$ cat src/rtl/rdf_pkg.sv
// Shared types, codes and CRC function of the register datagram framer.
`default_nettype none

package rdf_pkg;

  localparam int unsigned FrameBytes = 7;
  localparam int unsigned CntW       = 3;

  localparam logic [7:0] SyncByte  = 8'h05;
  localparam logic [7:0] CrcPoly   = 8'h07;
  localparam logic [7:0] WriteFlag = 8'h80;
  localparam logic [2:0] ReplyLast = 3'd7;
  localparam logic [2:0] ValueFrom = 3'd3;
  localparam logic [2:0] WriteCnt  = 3'd7;
  localparam logic [2:0] ReadCnt   = 3'd3;

  typedef enum logic [1:0] {
    OP_WRITE = 2'd0,
    OP_READ  = 2'd1,
    OP_REPLY = 2'd2
  } opcode_e;

  typedef enum logic {
    KIND_TX    = 1'b0,
    KIND_REPLY = 1'b1
  } kind_e;

  typedef struct packed {
    logic        done;
    logic [31:0] value;
    logic        status;
  } reply_res_t;

  typedef logic [7:0] byte_t;

  function automatic logic [7:0] crc_byte(input logic [7:0] crc_in, input logic [7:0] data);
    logic [7:0] crc;
    logic       fb;
    crc = crc_in;
    for (int i = 0; i < 8; i++) begin
      fb  = crc[7] ^ data[i];
      crc = {crc[6:0], 1'b0};
      if (fb) begin
        crc = crc ^ CrcPoly;
      end
    end
    return crc;
  endfunction

endpackage

`default_nettype wire

$ cat src/rtl/rdf_if.sv
// Valid/ready channel interfaces for commands and results.
`default_nettype none

interface rdf_cmd_if;
  logic        valid;
  logic        ready;
  logic [1:0]  opcode;
  logic [1:0]  node_addr;
  logic [6:0]  reg_num;
  logic [31:0] write_value;
  logic [7:0]  rx_byte;

  modport source (output valid, opcode, node_addr, reg_num, write_value, rx_byte,
                  input ready);
  modport sink (input valid, opcode, node_addr, reg_num, write_value, rx_byte,
                output ready);
endinterface

interface rdf_res_if;
  logic        valid;
  logic        ready;
  logic        kind;
  logic [7:0]  tx_byte;
  logic        last;
  logic [31:0] read_value;
  logic        read_status;

  modport source (output valid, kind, tx_byte, last, read_value, read_status,
                  input ready);
  modport sink (input valid, kind, tx_byte, last, read_value, read_status,
                output ready);
endinterface

`default_nettype wire

$ cat src/rtl/rdf_reply.sv
// Reply tracker: running CRC, byte count and value assembly for read replies.
`default_nettype none

module rdf_reply
  import rdf_pkg::*;
(
  input  wire logic       clk_i,
  input  wire logic       rst_ni,
  input  wire logic       acc_i,
  input  wire logic [1:0] opcode_i,
  input  wire logic [7:0] rx_byte_i,
  output reply_res_t      res_o
);

  logic [2:0]  count_q, count_d;
  logic [7:0]  crc_q, crc_d;
  logic [31:0] value_q, value_d;

  always_comb begin
    count_d      = count_q;
    crc_d        = crc_q;
    value_d      = value_q;
    res_o.done   = 1'b0;
    res_o.value  = value_q;
    res_o.status = (crc_q != rx_byte_i);
    if (acc_i) begin
      case (opcode_i)
        OP_READ: begin
          count_d = '0;
          crc_d   = '0;
          value_d = '0;
        end
        OP_REPLY: begin
          if (count_q == ReplyLast) begin
            res_o.done = 1'b1;
            count_d    = '0;
            crc_d      = '0;
            value_d    = '0;
          end else begin
            crc_d   = crc_byte(crc_q, rx_byte_i);
            count_d = count_q + 3'd1;
            if (count_q >= ValueFrom) begin
              value_d = {value_q[23:0], rx_byte_i};
            end
          end
        end
        default: begin
        end
      endcase
    end
  end

  always_ff @(posedge clk_i or negedge rst_ni) begin
    if (!rst_ni) begin
      count_q <= '0;
      crc_q   <= '0;
      value_q <= '0;
    end else begin
      count_q <= count_d;
      crc_q   <= crc_d;
      value_q <= value_d;
    end
  end

endmodule

`default_nettype wire

$ cat src/rtl/rdf_emit.sv
// Result engine: loads a datagram or reply result and emits it one item per cycle while res_o is ready.
`default_nettype none

module rdf_emit
  import rdf_pkg::*;
(
  input  wire logic        clk_i,
  input  wire logic        rst_ni,
  input  wire logic        acc_i,
  input  wire logic [1:0]  opcode_i,
  input  wire logic [1:0]  node_addr_i,
  input  wire logic [6:0]  reg_num_i,
  input  wire logic [31:0] write_value_i,
  input  wire reply_res_t  reply_i,
  output logic             load_ready_o,
  rdf_res_if.source        res_o
);

  byte_t           bytes_q [FrameBytes];
  byte_t           bytes_d [FrameBytes];
  logic [CntW-1:0] cnt_q, cnt_d;
  logic [7:0]      crc_q, crc_d;
  logic            active_q, active_d;
  logic            kind_q, kind_d;
  logic [31:0]     value_q, value_d;
  logic            status_q, status_d;
  logic            is_last;
  logic            take;
  logic            load;

  assign is_last      = (cnt_q == '0);
  assign take         = active_q && res_o.ready;
  assign load_ready_o = !active_q || (res_o.ready && is_last);

  assign res_o.valid       = active_q;
  assign res_o.kind        = kind_q;
  assign res_o.last        = is_last;
  assign res_o.tx_byte     = (kind_q == KIND_REPLY) ? 8'h00 :
                             (is_last ? crc_q : bytes_q[0]);
  assign res_o.read_value  = value_q;
  assign res_o.read_status = status_q;

  always_comb begin
    load = 1'b0;
    if (acc_i) begin
      case (opcode_i)
        OP_WRITE, OP_READ: load = 1'b1;
        OP_REPLY:          load = reply_i.done;
        default:           load = 1'b0;
      endcase
    end
  end

  always_comb begin
    bytes_d  = bytes_q;
    cnt_d    = cnt_q;
    crc_d    = crc_q;
    active_d = active_q;
    kind_d   = kind_q;
    value_d  = value_q;
    status_d = status_q;
    if (take) begin
      if (is_last) begin
        active_d = 1'b0;
      end else begin
        for (int i = 0; i < FrameBytes - 1; i++) begin
          bytes_d[i] = bytes_q[i+1];
        end
        bytes_d[FrameBytes-1] = 8'h00;
        cnt_d = cnt_q - 1'b1;
        crc_d = crc_byte(crc_q, bytes_q[0]);
      end
    end
    if (load) begin
      active_d = 1'b1;
      crc_d    = '0;
      for (int i = 0; i < FrameBytes; i++) begin
        bytes_d[i] = 8'h00;
      end
      bytes_d[0] = SyncByte;
      bytes_d[1] = {6'd0, node_addr_i};
      if (opcode_i == OP_REPLY) begin
        kind_d   = KIND_REPLY;
        cnt_d    = '0;
        value_d  = reply_i.value;
        status_d = reply_i.status;
      end else begin
        kind_d   = KIND_TX;
        value_d  = '0;
        status_d = 1'b0;
        if (opcode_i == OP_WRITE) begin
          cnt_d      = WriteCnt;
          bytes_d[2] = WriteFlag | {1'b0, reg_num_i};
          bytes_d[3] = write_value_i[31:24];
          bytes_d[4] = write_value_i[23:16];
          bytes_d[5] = write_value_i[15:8];
          bytes_d[6] = write_value_i[7:0];
        end else begin
          cnt_d      = ReadCnt;
          bytes_d[2] = {1'b0, reg_num_i};
        end
      end
    end
  end

  always_ff @(posedge clk_i or negedge rst_ni) begin
    if (!rst_ni) begin
      active_q <= 1'b0;
      cnt_q    <= '0;
    end else begin
      active_q <= active_d;
      cnt_q    <= cnt_d;
    end
  end

  always_ff @(posedge clk_i) begin
    bytes_q  <= bytes_d;
    crc_q    <= crc_d;
    kind_q   <= kind_d;
    value_q  <= value_d;
    status_q <= status_d;
  end

endmodule

`default_nettype wire

$ cat src/rtl/register_datagram_framer.sv
// Top level of the register datagram framer and reply deframer.
//
//   channel | dir | payload                                              | handshake
//   cmd_i   | in  | opcode, node_addr, reg_num, write_value, rx_byte      | valid/ready
//   res_o   | out | kind, tx_byte, last, read_value, read_status         | valid/ready
//
// A write command gives 8 result items, a read command 4, one per cycle while
// res_o is ready; a completed reply gives 1 and other reply bytes none. The next
// command is taken in the cycle the last item of the current one leaves the result
// register. The result register and its byte shift line set the rate. Reset clears
// the reply tracker and empties the result register. A stalled result holds
// the command input until its last item is taken.
`default_nettype none

module register_datagram_framer
  import rdf_pkg::*;
(
  input  wire logic clk_i,
  input  wire logic rst_ni,
  rdf_cmd_if.sink   cmd_i,
  rdf_res_if.source res_o
);

  logic       acc;
  logic       load_ready;
  reply_res_t reply_res;

  assign cmd_i.ready = load_ready;
  assign acc         = cmd_i.valid && load_ready;

  rdf_reply u_reply (
    .clk_i     (clk_i),
    .rst_ni    (rst_ni),
    .acc_i     (acc),
    .opcode_i  (cmd_i.opcode),
    .rx_byte_i (cmd_i.rx_byte),
    .res_o     (reply_res)
  );

  rdf_emit u_emit (
    .clk_i         (clk_i),
    .rst_ni        (rst_ni),
    .acc_i         (acc),
    .opcode_i      (cmd_i.opcode),
    .node_addr_i   (cmd_i.node_addr),
    .reg_num_i     (cmd_i.reg_num),
    .write_value_i (cmd_i.write_value),
    .reply_i       (reply_res),
    .load_ready_o  (load_ready),
    .res_o         (res_o)
  );

endmodule

`default_nettype wire

$ cat src/flat_wrapper.sv
// flat-port wrapper written by rule: the top's interface ports become plain ports
module register_datagram_framer_flat import rdf_pkg::*;
  (clk_i, rst_ni, cmd_i_valid, cmd_i_opcode, cmd_i_node_addr, cmd_i_reg_num, cmd_i_write_value, cmd_i_rx_byte, cmd_i_ready, res_o_valid, res_o_kind, res_o_tx_byte, res_o_last, res_o_read_value, res_o_read_status, res_o_ready);
  rdf_cmd_if cmd_i_i ();
  rdf_res_if res_o_i ();
  input  wire logic clk_i;
  input  wire logic rst_ni;
  input wire logic [$bits(cmd_i_i.valid)-1:0] cmd_i_valid;
  input wire logic [$bits(cmd_i_i.opcode)-1:0] cmd_i_opcode;
  input wire logic [$bits(cmd_i_i.node_addr)-1:0] cmd_i_node_addr;
  input wire logic [$bits(cmd_i_i.reg_num)-1:0] cmd_i_reg_num;
  input wire logic [$bits(cmd_i_i.write_value)-1:0] cmd_i_write_value;
  input wire logic [$bits(cmd_i_i.rx_byte)-1:0] cmd_i_rx_byte;
  output wire logic [$bits(cmd_i_i.ready)-1:0] cmd_i_ready;
  output wire logic [$bits(res_o_i.valid)-1:0] res_o_valid;
  output wire logic [$bits(res_o_i.kind)-1:0] res_o_kind;
  output wire logic [$bits(res_o_i.tx_byte)-1:0] res_o_tx_byte;
  output wire logic [$bits(res_o_i.last)-1:0] res_o_last;
  output wire logic [$bits(res_o_i.read_value)-1:0] res_o_read_value;
  output wire logic [$bits(res_o_i.read_status)-1:0] res_o_read_status;
  input wire logic [$bits(res_o_i.ready)-1:0] res_o_ready;
  assign cmd_i_i.valid = cmd_i_valid;
  assign cmd_i_i.opcode = cmd_i_opcode;
  assign cmd_i_i.node_addr = cmd_i_node_addr;
  assign cmd_i_i.reg_num = cmd_i_reg_num;
  assign cmd_i_i.write_value = cmd_i_write_value;
  assign cmd_i_i.rx_byte = cmd_i_rx_byte;
  assign cmd_i_ready = cmd_i_i.ready;
  assign res_o_valid = res_o_i.valid;
  assign res_o_kind = res_o_i.kind;
  assign res_o_tx_byte = res_o_i.tx_byte;
  assign res_o_last = res_o_i.last;
  assign res_o_read_value = res_o_i.read_value;
  assign res_o_read_status = res_o_i.read_status;
  assign res_o_i.ready = res_o_ready;
  register_datagram_framer u_core (.clk_i(clk_i), .rst_ni(rst_ni), .cmd_i(cmd_i_i), .res_o(res_o_i));
endmodule
$ cat config.mk
export PLATFORM = sky130hd
export DESIGN_NAME = register_datagram_framer_flat
export DESIGN_NICKNAME = d
export VERILOG_FILES = /design/src/rtl/rdf_pkg.sv /design/src/rtl/rdf_if.sv /design/src/rtl/rdf_reply.sv /design/src/rtl/rdf_emit.sv /design/src/rtl/register_datagram_framer.sv /design/src/flat_wrapper.sv
export SDC_FILE = /design/constraint.sdc
export NUM_CORES = 1
export LEC_CHECK = 0
export ABC_AREA = 1
export BUFFER_PORTS_ARGS = -buffer_cell sky130_fd_sc_hd__buf_4
export CAP_MARGIN = 20
export CORE_UTILIZATION = 40
export CTS_BUF_LIST = sky130_fd_sc_hd__clkbuf_4
export DETAILED_ROUTE_END_ITERATION = 10
export HOLD_SLACK_MARGIN = 0.03
export PLACE_DENSITY = 0.69
export SYNTH_ARGS = -nofsm -noshare
export SYNTH_HDL_FRONTEND = slang
export SYNTH_SLANG_ARGS = --single-unit
$ cat constraint.sdc
create_clock -name clk_i -period 3.5 [get_ports clk_i]
set_input_delay 0.7 -clock clk_i [delete_from_list [all_inputs] [get_ports clk_i]]
set_output_delay 0.7 -clock clk_i [all_outputs]
set_load 0.005 [all_outputs]
-- Word level (Yosys, flattened, before mapping)
Index checks and enable logic that the tools add are counted.
- register bits: 145
- output and inout bits: 45
- memory bits (writable): 0
- memories kept: 0
- bits in latches: 0
- ROM bits: 0
- $mul: 0
- shift-type cells: 0
- bitwise logic cells: 33
- reduce and logical (&&, ||, !) cells: 16
- multiplexer cells: 78
- magnitude comparators: 1
- add/subtract/negate cells: 2
- div/mod/pow operators: 0
- equal/unequal tests: 6
- operators by type and width (kind ; number):
    $mux 8 ; 39
    $mux 42 ; 3
    $mux 32 ; 3
    $mux 3 ; 22
    $pmux 32 s2 ; 1
    $not 3->3 ; 16
    $mux 40 ; 1
    $pmux 8 s2 ; 1
    $xor 1x1->1 ; 16
    $ne 8x8->1 ; 1
    $reduce_and 2->1 ; 4
    $mux 1 ; 6
    $pmux 3 s2 ; 1
    $reduce_bool 2->1 ; 3
    $add 3x1->3 const B ; 1
    $eq 3x3->1 const B ; 1
    $ge 3x2->1 const B ; 1
    $logic_and 1x1->1 ; 3
    $logic_not 3->1 ; 1
    $ne 3x1->1 const B ; 1
    $reduce_and 3->1 ; 1
    $sub 3x1->3 const B ; 1
    $eq 2x1->1 const B ; 1
    $eq 2x2->1 const B ; 1
    7 further kinds ; 7

-- Longest topological paths before layout
Gate-level depths: netlist of run 1.
- word-level depth: 39
- depth in mapped cells: 13
- gate-level depth less buffers: 12

-- Hierarchy
A second synthesis of run 1 with hierarchy kept.
- cells, all modules: 694
- area, all modules: 6648.9 um^2
- modules (own cells, without submodules) (module ; seq. area each (um^2) ; cells each ; times used ; area an instance (um^2)):
    rdf_emit ; 2822.7 ; 416 ; 1 ; 4426.7
    rdf_reply ; 1076.0 ; 276 ; 1 ; 2214.6
    register_datagram_framer ; 0.0 ; 2 ; 1 ; 7.5

-- Least setup slack after synthesis of run 1
Ideal clock, no wire load.
- path type: input -> register
- from: input port cmd_i_opcode[0]
- to: register u_core.u_emit.bytes_q[0] in the netlist's numbering, enable pin
- setup slack: 0.446 ns
- stages on the path: 8
- data arrival time: 2.654 ns
- buffers on the path: 2
- path through: inv_1 ha_1 clkbuf_1 nor2_1 a21oi_1 nand2_4 buf_2 nand2_1
- word-level cells in the longest chain between the ends: 6
- ends and longest elaborated chain (what ; RTL line ; RTL):
    start: declaration ; flat_wrapper.sv:9 ; input wire logic [$bits(cmd_i_i.opcode)-1:0] cmd_i_opcode;
    $eq 2x1->1 or $logic_not 2->1 (tied branches) ; rdf_emit.sv:46 ; case (opcode_i)
    $reduce_or 2->1 ; rdf_emit.sv:46 ;
    $pmux 1 s2 (*) ; rdf_emit.sv:46 ;
    $mux 1 (*) ; rdf_emit.sv:45 ; if (acc_i) begin
    $ne 2x1->1 (no source line) or $reduce_bool 2->1 (tied branches) ; n/a ;
    $reduce_and 2->1 (no source line) (*) ; n/a ;
    end signal: assignment ; rdf_emit.sv:117 ; bytes_q <= bytes_d;
    end: declaration ; rdf_emit.sv:19 ; byte_t bytes_q [FrameBytes];
Every way passes the cells marked *; elsewhere a longest branch is shown, timed or not.
A chain may end at the register's enable or synchronous reset.

-- Final worst setup path of run 1
- from: register u_core.u_emit.cnt_q[0]
- to: output port res_o_tx_byte[1]
- word-level cells in the longest chain between the ends: 3
- ends and longest elaborated chain (what ; RTL line ; RTL):
    start: declaration ; rdf_emit.sv:21 ; logic [CntW-1:0] cnt_q, cnt_d;
    start signal: assignment ; rdf_emit.sv:112 ; cnt_q <= cnt_d;
    $logic_not 3->1 ; rdf_emit.sv:31 ; assign is_last = (cnt_q == '0);
    $mux 8 ; rdf_emit.sv:39 ; (is_last ? crc_q : bytes_q[0]);
    $mux 8 ; rdf_emit.sv:38 ; assign res_o.tx_byte = (kind_q == KIND_REPLY) ? 8'h00 :
    end: declaration ; flat_wrapper.sv:17 ; output wire logic [$bits(res_o_i.tx_byte)-1:0] res_o_tx_byte;
No other way between the ends.

==> metrics, run 1 <==
aggregate global-route resource usage 16.3%; aggregate global routing overflow 0; WL/cell 11.9 µm; outcome finished, final reports clean; # hold bufs at CTS 0; Resized cells post-CTS 0; path type of the worst min-delay path in -> async; Max IR drop VDD 228 µV; Finished Layout Cells 1106; Layout Skew 0.0221 ns; Worst Path Required 2.80 ns; Final HPWL DP 8930 µm; TritonCTS clock tree done; syn nets 844; CP Cell Sequence inv_1, ha_1, nand2_4, inv_1, nand2_1, a21oi_1, buf_4; top cell type's share of synthesized area 33.3%; initial antenna violation count 1; max-cap violations 0; hold slack 0.148 ns; H-tree Lvls 4; Slew Viols, Final 0; Final Setup Violations 0; CP max-delay cell dfrtp_1; post-synthesis async set-or-reset flop share 32.4%; total CTS buffers 17; Synth Flop Type edfxtp_1; syn avg cell area 8.81 µm²; vias in the first global route 4662; num rows 47; die width 133 µm; Yosys reg bits 145; sequential fraction of the synthesis area 56.8%; WS Path Type reg -> out; drt drc 0; Pre-antenna DRT Iters 5; Fin. Hold Viols 0; Initial Util 41.2%; TNS Setup 0 ns; Syn-to-layout area delta 17.7%; Clock Sinks 145; Slew @ Worst Pin 0.612 ns; Cells after Synth 779; part of the cycle the worst path needs 80.8%; die extent in y 133 µm; placed insts 1073; Ys Warns 0; most frequent cell after synthesis nand2_1; peak per-stage delay on the critical path 0.37 ns; root buffer cell clkbuf_4; clock-pin slew on the worst setup and hold paths 0.11 ns; die footprint 17700 µm²; Pwr Density 742 nW/µm²; number of fill cells 1614; crit-path leading delay family buffers and inverters; clock buffer depth 2; crit end category output port; DR iter-0 viols 328; RePlAce Congestion 0.809; top post-synthesis cells by area edfxtp_1 (33%), dfrtp_1 (17%), nand2_1 (16%), dfxtp_1 (6.4%), inv_1 (4.1%); Setup crit start kind register; placeable core area 16600 µm²; RSZ-0062 raised after global routing no; drt total wl 13100 µm; Post-synth top cells nand2_1 (290), edfxtp_1 (76), inv_1 (75); Distinct cells, synth 31; Post-synth EDFFs 76; layout cells sized above 1 17.3%; I/O Buffers 99; Fmax 0.354 GHz; Leak Pwr 3.91 nW; first-pass GRT wire length 22500 µm; postcts setup bufs 0; I/O pin count 100; Most common cell on crit path inv_1; Max-slew headroom 59.2%; largest net degree at the start of global routing 49; vias per inst 4.58; Max FO, Critical Path 11; ANT nets after route 0; Critical Path AT 2.13 ns; worst skew pair latency 0.56 ns; total number of vias 5066; Synth area leader edfxtp_1; Final #Nets 937; post-synthesis cell area 6860 µm²; worst path buffer plus inverter count 3; Tmin final 2.83 ns
-- cell usage in the layout (no fill, tap or decap), types with 3 or more instances in the layout --
cell        netlist  final
a21oi_1          47     47
buf_4             2    105
bufinv_16         0      3
clkbuf_4          0     20
clkinvlp_4        0      3
dfrtp_1          47     47
dfxtp_1          22     22
edfxtp_1         76     76
ha_1             10     10
inv_1            75     75
inv_2             3      4
nand2_1         290    289
nand2_2           2      3
nand2_4           3      3
nand3_1          53     53
nor2_1           51     50
o21ai_0          22     22
xnor2_1          21     21
xor2_1           11     11
-- power breakdown --
part	leakage [nW]	switching, mW	internal, mW	total (mW)
Combinational	2.27	1.23	0.871	2.10
Sequential	1.49	0.351	2.45	2.80
Clock	0.154	0.584	0.510	1.09
-- cells by family (layout without fill, tap and decap cells) --
family | after synthesis | after routing | synth area share, %
AO/OA/AOI/OAI | 75 | 75 | 5.80
other | 0 | 1 | 0
AND/OR/NAND/NOR | 405 | 405 | 24.3
XOR/XNOR | 32 | 32 | 4.08
adder cells (fa/ha/maj) | 10 | 10 | 1.82
buffers and inverters | 112 | 218 | 7.17
flip-flops | 145 | 145 | 56.8
-- stage by stage --
| step | setup slack, ns | utilization, % | instance area [µm²] | power [mW] |
|---|---|---|---|---|
| 3_3_place_gp | 0.825 | 46.8 | 7780 | 4.90 |
| 3_5_place_dp | 0.821 | 46.8 | 7780 | 4.95 |
| 5_1_grt | 0.453 | 48.5 | 8080 | 6.54 |
| 6_report | 0.674 | 48.5 | 8080 | 5.99 |
| 2_1_floorplan | 0.446 | - | 6860 | 4.38 |
| 4_1_cts | 0.607 | 48.5 | 8080 | 6.06 |
-- path summary, 6_finish.rpt --
path	from	to	slack (ns)	cells past startpoint
worst min-delay path	rst_ni	u_core.u_reply.value_q[30]$_DFFE_PN0P_	0.15	1
worst max-delay path	u_core.u_emit.cnt_q[0]$_DFFE_PN0P_	res_o_tx_byte[1]	0.67	7
max in group asynchronous	rst_ni	u_core.u_reply.value_q[3]$_DFFE_PN0P_	2.93	1
worst max register to register	u_core.u_emit.cnt_q[0]$_DFFE_PN0P_	u_core.u_emit.bytes_q[16]$_DFFE_PP_	1.06	9
worst min register to register	u_core.u_emit.bytes_q[47]$_SDFFE_PP0P_	u_core.u_emit.bytes_q[47]$_SDFFE_PP0P_	0.47	2
min in group clk_i	cmd_i_reg_num[1]	u_core.u_emit.bytes_q[33]$_DFFE_PP_	0.42	3
-- layout make-up --
class	count	area (µm²)	share of cell area (%)
Timing Repair Buffer	107	828	10.3
Inverter	79	299	3.70
Sequential cell	145	3900	48.3
Multi-Input combinational cell	522	2480	30.7
Tap cell	220	275	3.41
Antenna cell	1	2.50	0.0310
Clock buffer	20	150	1.86
Clock inverter	12	143	1.77
-- per-layer routing --
metal  part of all wire (%)  global-route usage (%)  wire length (µm)
met5                      0                       0                 0
met4                    1.6                    5.75               204
met3                    5.0                    5.13               654
met2                     47                    25.4              6110
met1                     47                    21.2              6160
-- registers in the layout, indices dropped and copies added (netlist names) --
signal	count
u_core.u_emit.res_o.read_status	1
u_core.u_emit.bytes_q	56
u_core.u_emit.res_o.kind	1
u_core.u_emit.cnt_q	3
u_core.u_emit.res_o.read_value	32
u_core.u_emit.res_o.valid	1
u_core.u_reply.value_q	32
u_core.u_reply.count_q	3
u_core.u_emit.crc_q	8
u_core.u_reply.crc_q	8
(Power assumes the default switching activity.)
==> inputs of run 2 (changes only) <==
ABC_AREA = 0   (was 1)
clock period = 2.8 ns   (was 3.5 ns; I/O delays follow)
==> run 2 against run 1 <==
Global-route usage rose by 0.24 points. Cell area up 1.1%. First-iteration DRC count up 2.4%. Wire length rose by 4.0%. Area after synthesis decreased by 0.77%. Flip-flop and latch count is the same. Die area fell by 0.76%. Register-to-register slack got worse by 0.62 ns. Largest cell class unchanged. Largest power group unchanged.
==> metrics, run 2 <==
path type of the worst min-delay path in -> reg; DR iter-0 viols 336 (+2.4%); Distinct cells, synth 46 (+48%); post-synthesis async set-or-reset flop share 32.4% (unchanged); FF-to-FF Start u_core.u_reply.count_q[0]$_DFFE_PN0P_; Fin. Hold Viols 0 (unchanged); worst path buffer plus inverter count 3 (unchanged); clock buffer depth 2 (unchanged); Psw 2.47 mW (+14%); Finished Layout Cells 946 (-14%); hold slack 0.286 ns (+0.138 ns); RePlAce Congestion 0.820 (+1.5%); CP Cell Sequence inv_1, ha_1, nand2b_1, clkinv_1, nand2_1, nand2_1, buf_4; aggregate global routing overflow 0 (unchanged); max-cap violations 0 (unchanged); FF-to-FF setup slack 0.44 ns (-0.62 ns); most frequent cells in the layout nand2_1 (126), buf_4 (115), edfxtp_1 (76); Crit path depth 7 (unchanged); Post-synth top cells nand2_1 (127), edfxtp_1 (76), dfrtp_1 (47); root buffer cell clkbuf_4; total CTS buffers 17 (unchanged); number of fill cells 1528 (-5.3%); Leak Pwr 3.70 nW (-5.4%); Most common cell on crit path nand2_1; vias in the first global route 4719 (+1.2%); RSZ-0062 raised after global routing no; Post-synth EDFFs 76 (unchanged); Comb power frac 35.4% (+0.3 points); Synth Flop Type edfxtp_1; Hold Path Depth 3; WL/cell 14.4 µm (+22%); I/O Buffers 99 (unchanged); Slew Viols, Final 0 (unchanged); Cells after Synth 613 (-21%); most frequent cell after synthesis nand2_1; Fmax 0.394 GHz; Pwr Density 920 nW/µm² (+24%); aggregate global-route resource usage 16.5% (+0.24 points); Largest Register u_core.u_emit.bytes_q; clock-pin slew on the worst setup and hold paths 0.13 ns (+0.02 ns); sequential fraction of the synthesis area 57.3% (+0.44 points); hold path startpoint cmd_i_rx_byte[3]; top post-synthesis cells by area edfxtp_1 (34%), dfrtp_1 (17%), nand2_1 (7.0%), dfxtp_1 (6.5%), xnor2_1 (3.2%); Final #Nets 777 (-17%); vias per inst 4.88 (+6.5%); hold endpoint u_core.u_reply.value_q[3]$_DFFE_PN0P_; Tmin final 2.54 ns; Clock Sinks 145 (unchanged); num rows 47 (unchanged); fraction of the mapped netlist area in adder cells 1.84% (+0.014 points); Initial Util 41.1% (-0.17 points); sequential power share 44.5% (-2.1 points); syn nets 678 (-20%); Critical Path AT 1.98 ns (-0.15 ns); switching share of power 32.9% (-3.2 points); ANT nets after route 0 (unchanged); placeable core area 16600 µm² (-0.35%); crit end category output port; Post-Synth Simple-Gate Area 15.0% (-9.3 points); Setup crit start kind register; XOR/XNOR share of the synthesized area 9.39% (+5.3 points); post-synthesis cell area 6810 µm² (-0.77%); crit-path leading delay family buffers and inverters; Synth area leader edfxtp_1; drt total wl 13700 µm (+4.0%); largest net degree at the start of global routing 50 (+2.0%); Pint 5.04 mW (+32%); cell depth of the worst flop-to-flop path 6 (-3); H-tree Lvls 4 (unchanged); first-pass GRT wire length 22600 µm (+0.77%); Max FO, Critical Path 10 (-1); worst r2r dst u_core.u_emit.bytes_q[41]$_DFFE_PP_; TNS Setup 0 ns (unchanged); worst skew pair latency 0.56 ns (about the same); die extent in y 132 µm (-0.38%); Synth Area in Compound Gates 9.61% (+3.8 points); Total Power 7.51 mW (+25%); max reg flops 56 (unchanged); Max IR drop VDD 348 µV (+52%); die width 132 µm (-0.38%); placed insts 912 (-15%); die footprint 17500 µm² (-0.76%); outcome finished, final reports clean; peak per-stage delay on the critical path 0.34 ns (-0.03 ns); Syn-to-layout area delta 19.9%; Yosys reg bits 145 (unchanged); Pre-antenna DRT Iters 5 (unchanged); layout cells sized above 1 22.6% (+5.3 points); Final Setup Violations 0 (unchanged); drt drc 0 (unchanged); Ys Warns 0 (unchanged); part of the cycle the worst path needs 90.7%; Max-slew headroom 54.7% (-4.5 points); syn avg cell area 11.1 µm² (+26%); Layout Skew 0.0222 ns (+0.000124 ns); mux share of post-synthesis cell area 3.00% (+3.0 points); CP max-delay cell dfrtp_1; Clock power frac 20.1% (+1.9 points); TritonCTS clock tree done; Slew @ Worst Pin 0.679 ns (+0.0674 ns); Worst Path Required 2.24 ns (-0.56 ns); I/O pin count 100 (unchanged); total number of vias 4615 (-8.9%); commonest non-fill, non-tap cell in the layout nand2_1; Final HPWL DP 9460 µm (+5.9%); top cell type's share of synthesized area 33.5% (+0.26 points); combinational family with the most area after synthesis simple AND/OR/NAND/NOR gates; initial antenna violation count 1 (unchanged); WS Path Type reg -> out
run 2: power by group through the flow:
| stage | clock, mW | combinational, mW | sequential (mW) |
|---|---|---|---|
| after floorplan | 0 | 2.07 | 3.28 |
| after global placement | 0 | 2.59 | 3.35 |
| after detailed placement | 0 | 2.68 | 3.39 |
| after CTS | 1.55 | 2.70 | 3.34 |
| after global routing | 1.63 | 2.97 | 3.41 |
| final | 1.51 | 2.66 | 3.34 |
run 2: kinds of logic (layout without fill, tap and decap cells):
kind of cell,count (synthesis),in the layout
compound gates,104,104
xor+xnor,52,52
fa+ha+maj,10,10
buf+inv,65,177
flops,145,145
mux,20,20
other cells,0,1
simple gates,217,217
run 2: worst register-to-register path, cell delays in order (launching register included):
cell and delay (ns):
dfrtp_1 0.44, ha_1 0.25, ha_1 0.24, a211o_1 0.35
o2111ai_4 0.25, buf_4 0.26, mux2_2 0.35
run 2: worst max-delay path by stage:
stage                                                      endpoint                                   from
floorplan                    u_core.u_emit.bytes_q[0]$_SDFFCE_PP0P_  u_core.u_reply.count_q[0]$_DFFE_PN0P_
CTS                                                     cmd_i_ready     u_core.u_emit.cnt_q[0]$_DFFE_PN0P_
global route                                            cmd_i_ready     u_core.u_emit.cnt_q[0]$_DFFE_PN0P_
global placement                u_core.u_emit.bytes_q[41]$_DFFE_PP_                        cmd_i_opcode[0]
finish                                                  cmd_i_ready     u_core.u_emit.cnt_q[0]$_DFFE_PN0P_
detailed placement  u_core.u_emit.res_o.read_value[6]$_SDFFCE_PP0P_                        cmd_i_opcode[0]
run 2: repair_timing:
item | CTS | global route
buffers inserted | 0 | 0
hold buffers | 1 | 0
endpoints found under the hold margin | 47 | 0
resized for setup | 0 | 0
run 2: per-stage QoR:
step | cell area (µm²) | utilization (%) | worst slack, ns
final | 8170 | 49.2 | 0.260
after global routing | 8170 | 49.2 | 0.126
after CTS | 8160 | 49.2 | 0.211
after detailed placement | 7820 | 47.2 | 0.411
after global placement | 7820 | 47.2 | 0.468
after floorplan | 6810 | - | 0.303
run 2: cell type report:
class | count | area (µm²) | area share [%]
Tap cell | 220 | 275 | 3.37
Multi-Input combinational cell | 403 | 2660 | 32.5
Sequential cell | 145 | 3900 | 47.7
Inverter | 28 | 105 | 1.29
Clock inverter | 12 | 183 | 2.24
Clock buffer | 20 | 150 | 1.84
Antenna cell | 1 | 2.50 | 0.0306
Timing Repair Buffer | 117 | 893 | 10.9
run 2: layer usage:
| layer | track usage (%) | vias up | share of wire (%) |
|---|---|---|---|
| met1 | 20.6 | 2198 | 44 |
| met5 | 0 | - | 0 |
| met4 | 7.34 | 0 | 1.8 |
| met3 | 4.14 | 20 | 4.3 |
| li1 | - | 2299 | - |
| met2 | 27.2 | 98 | 49 |
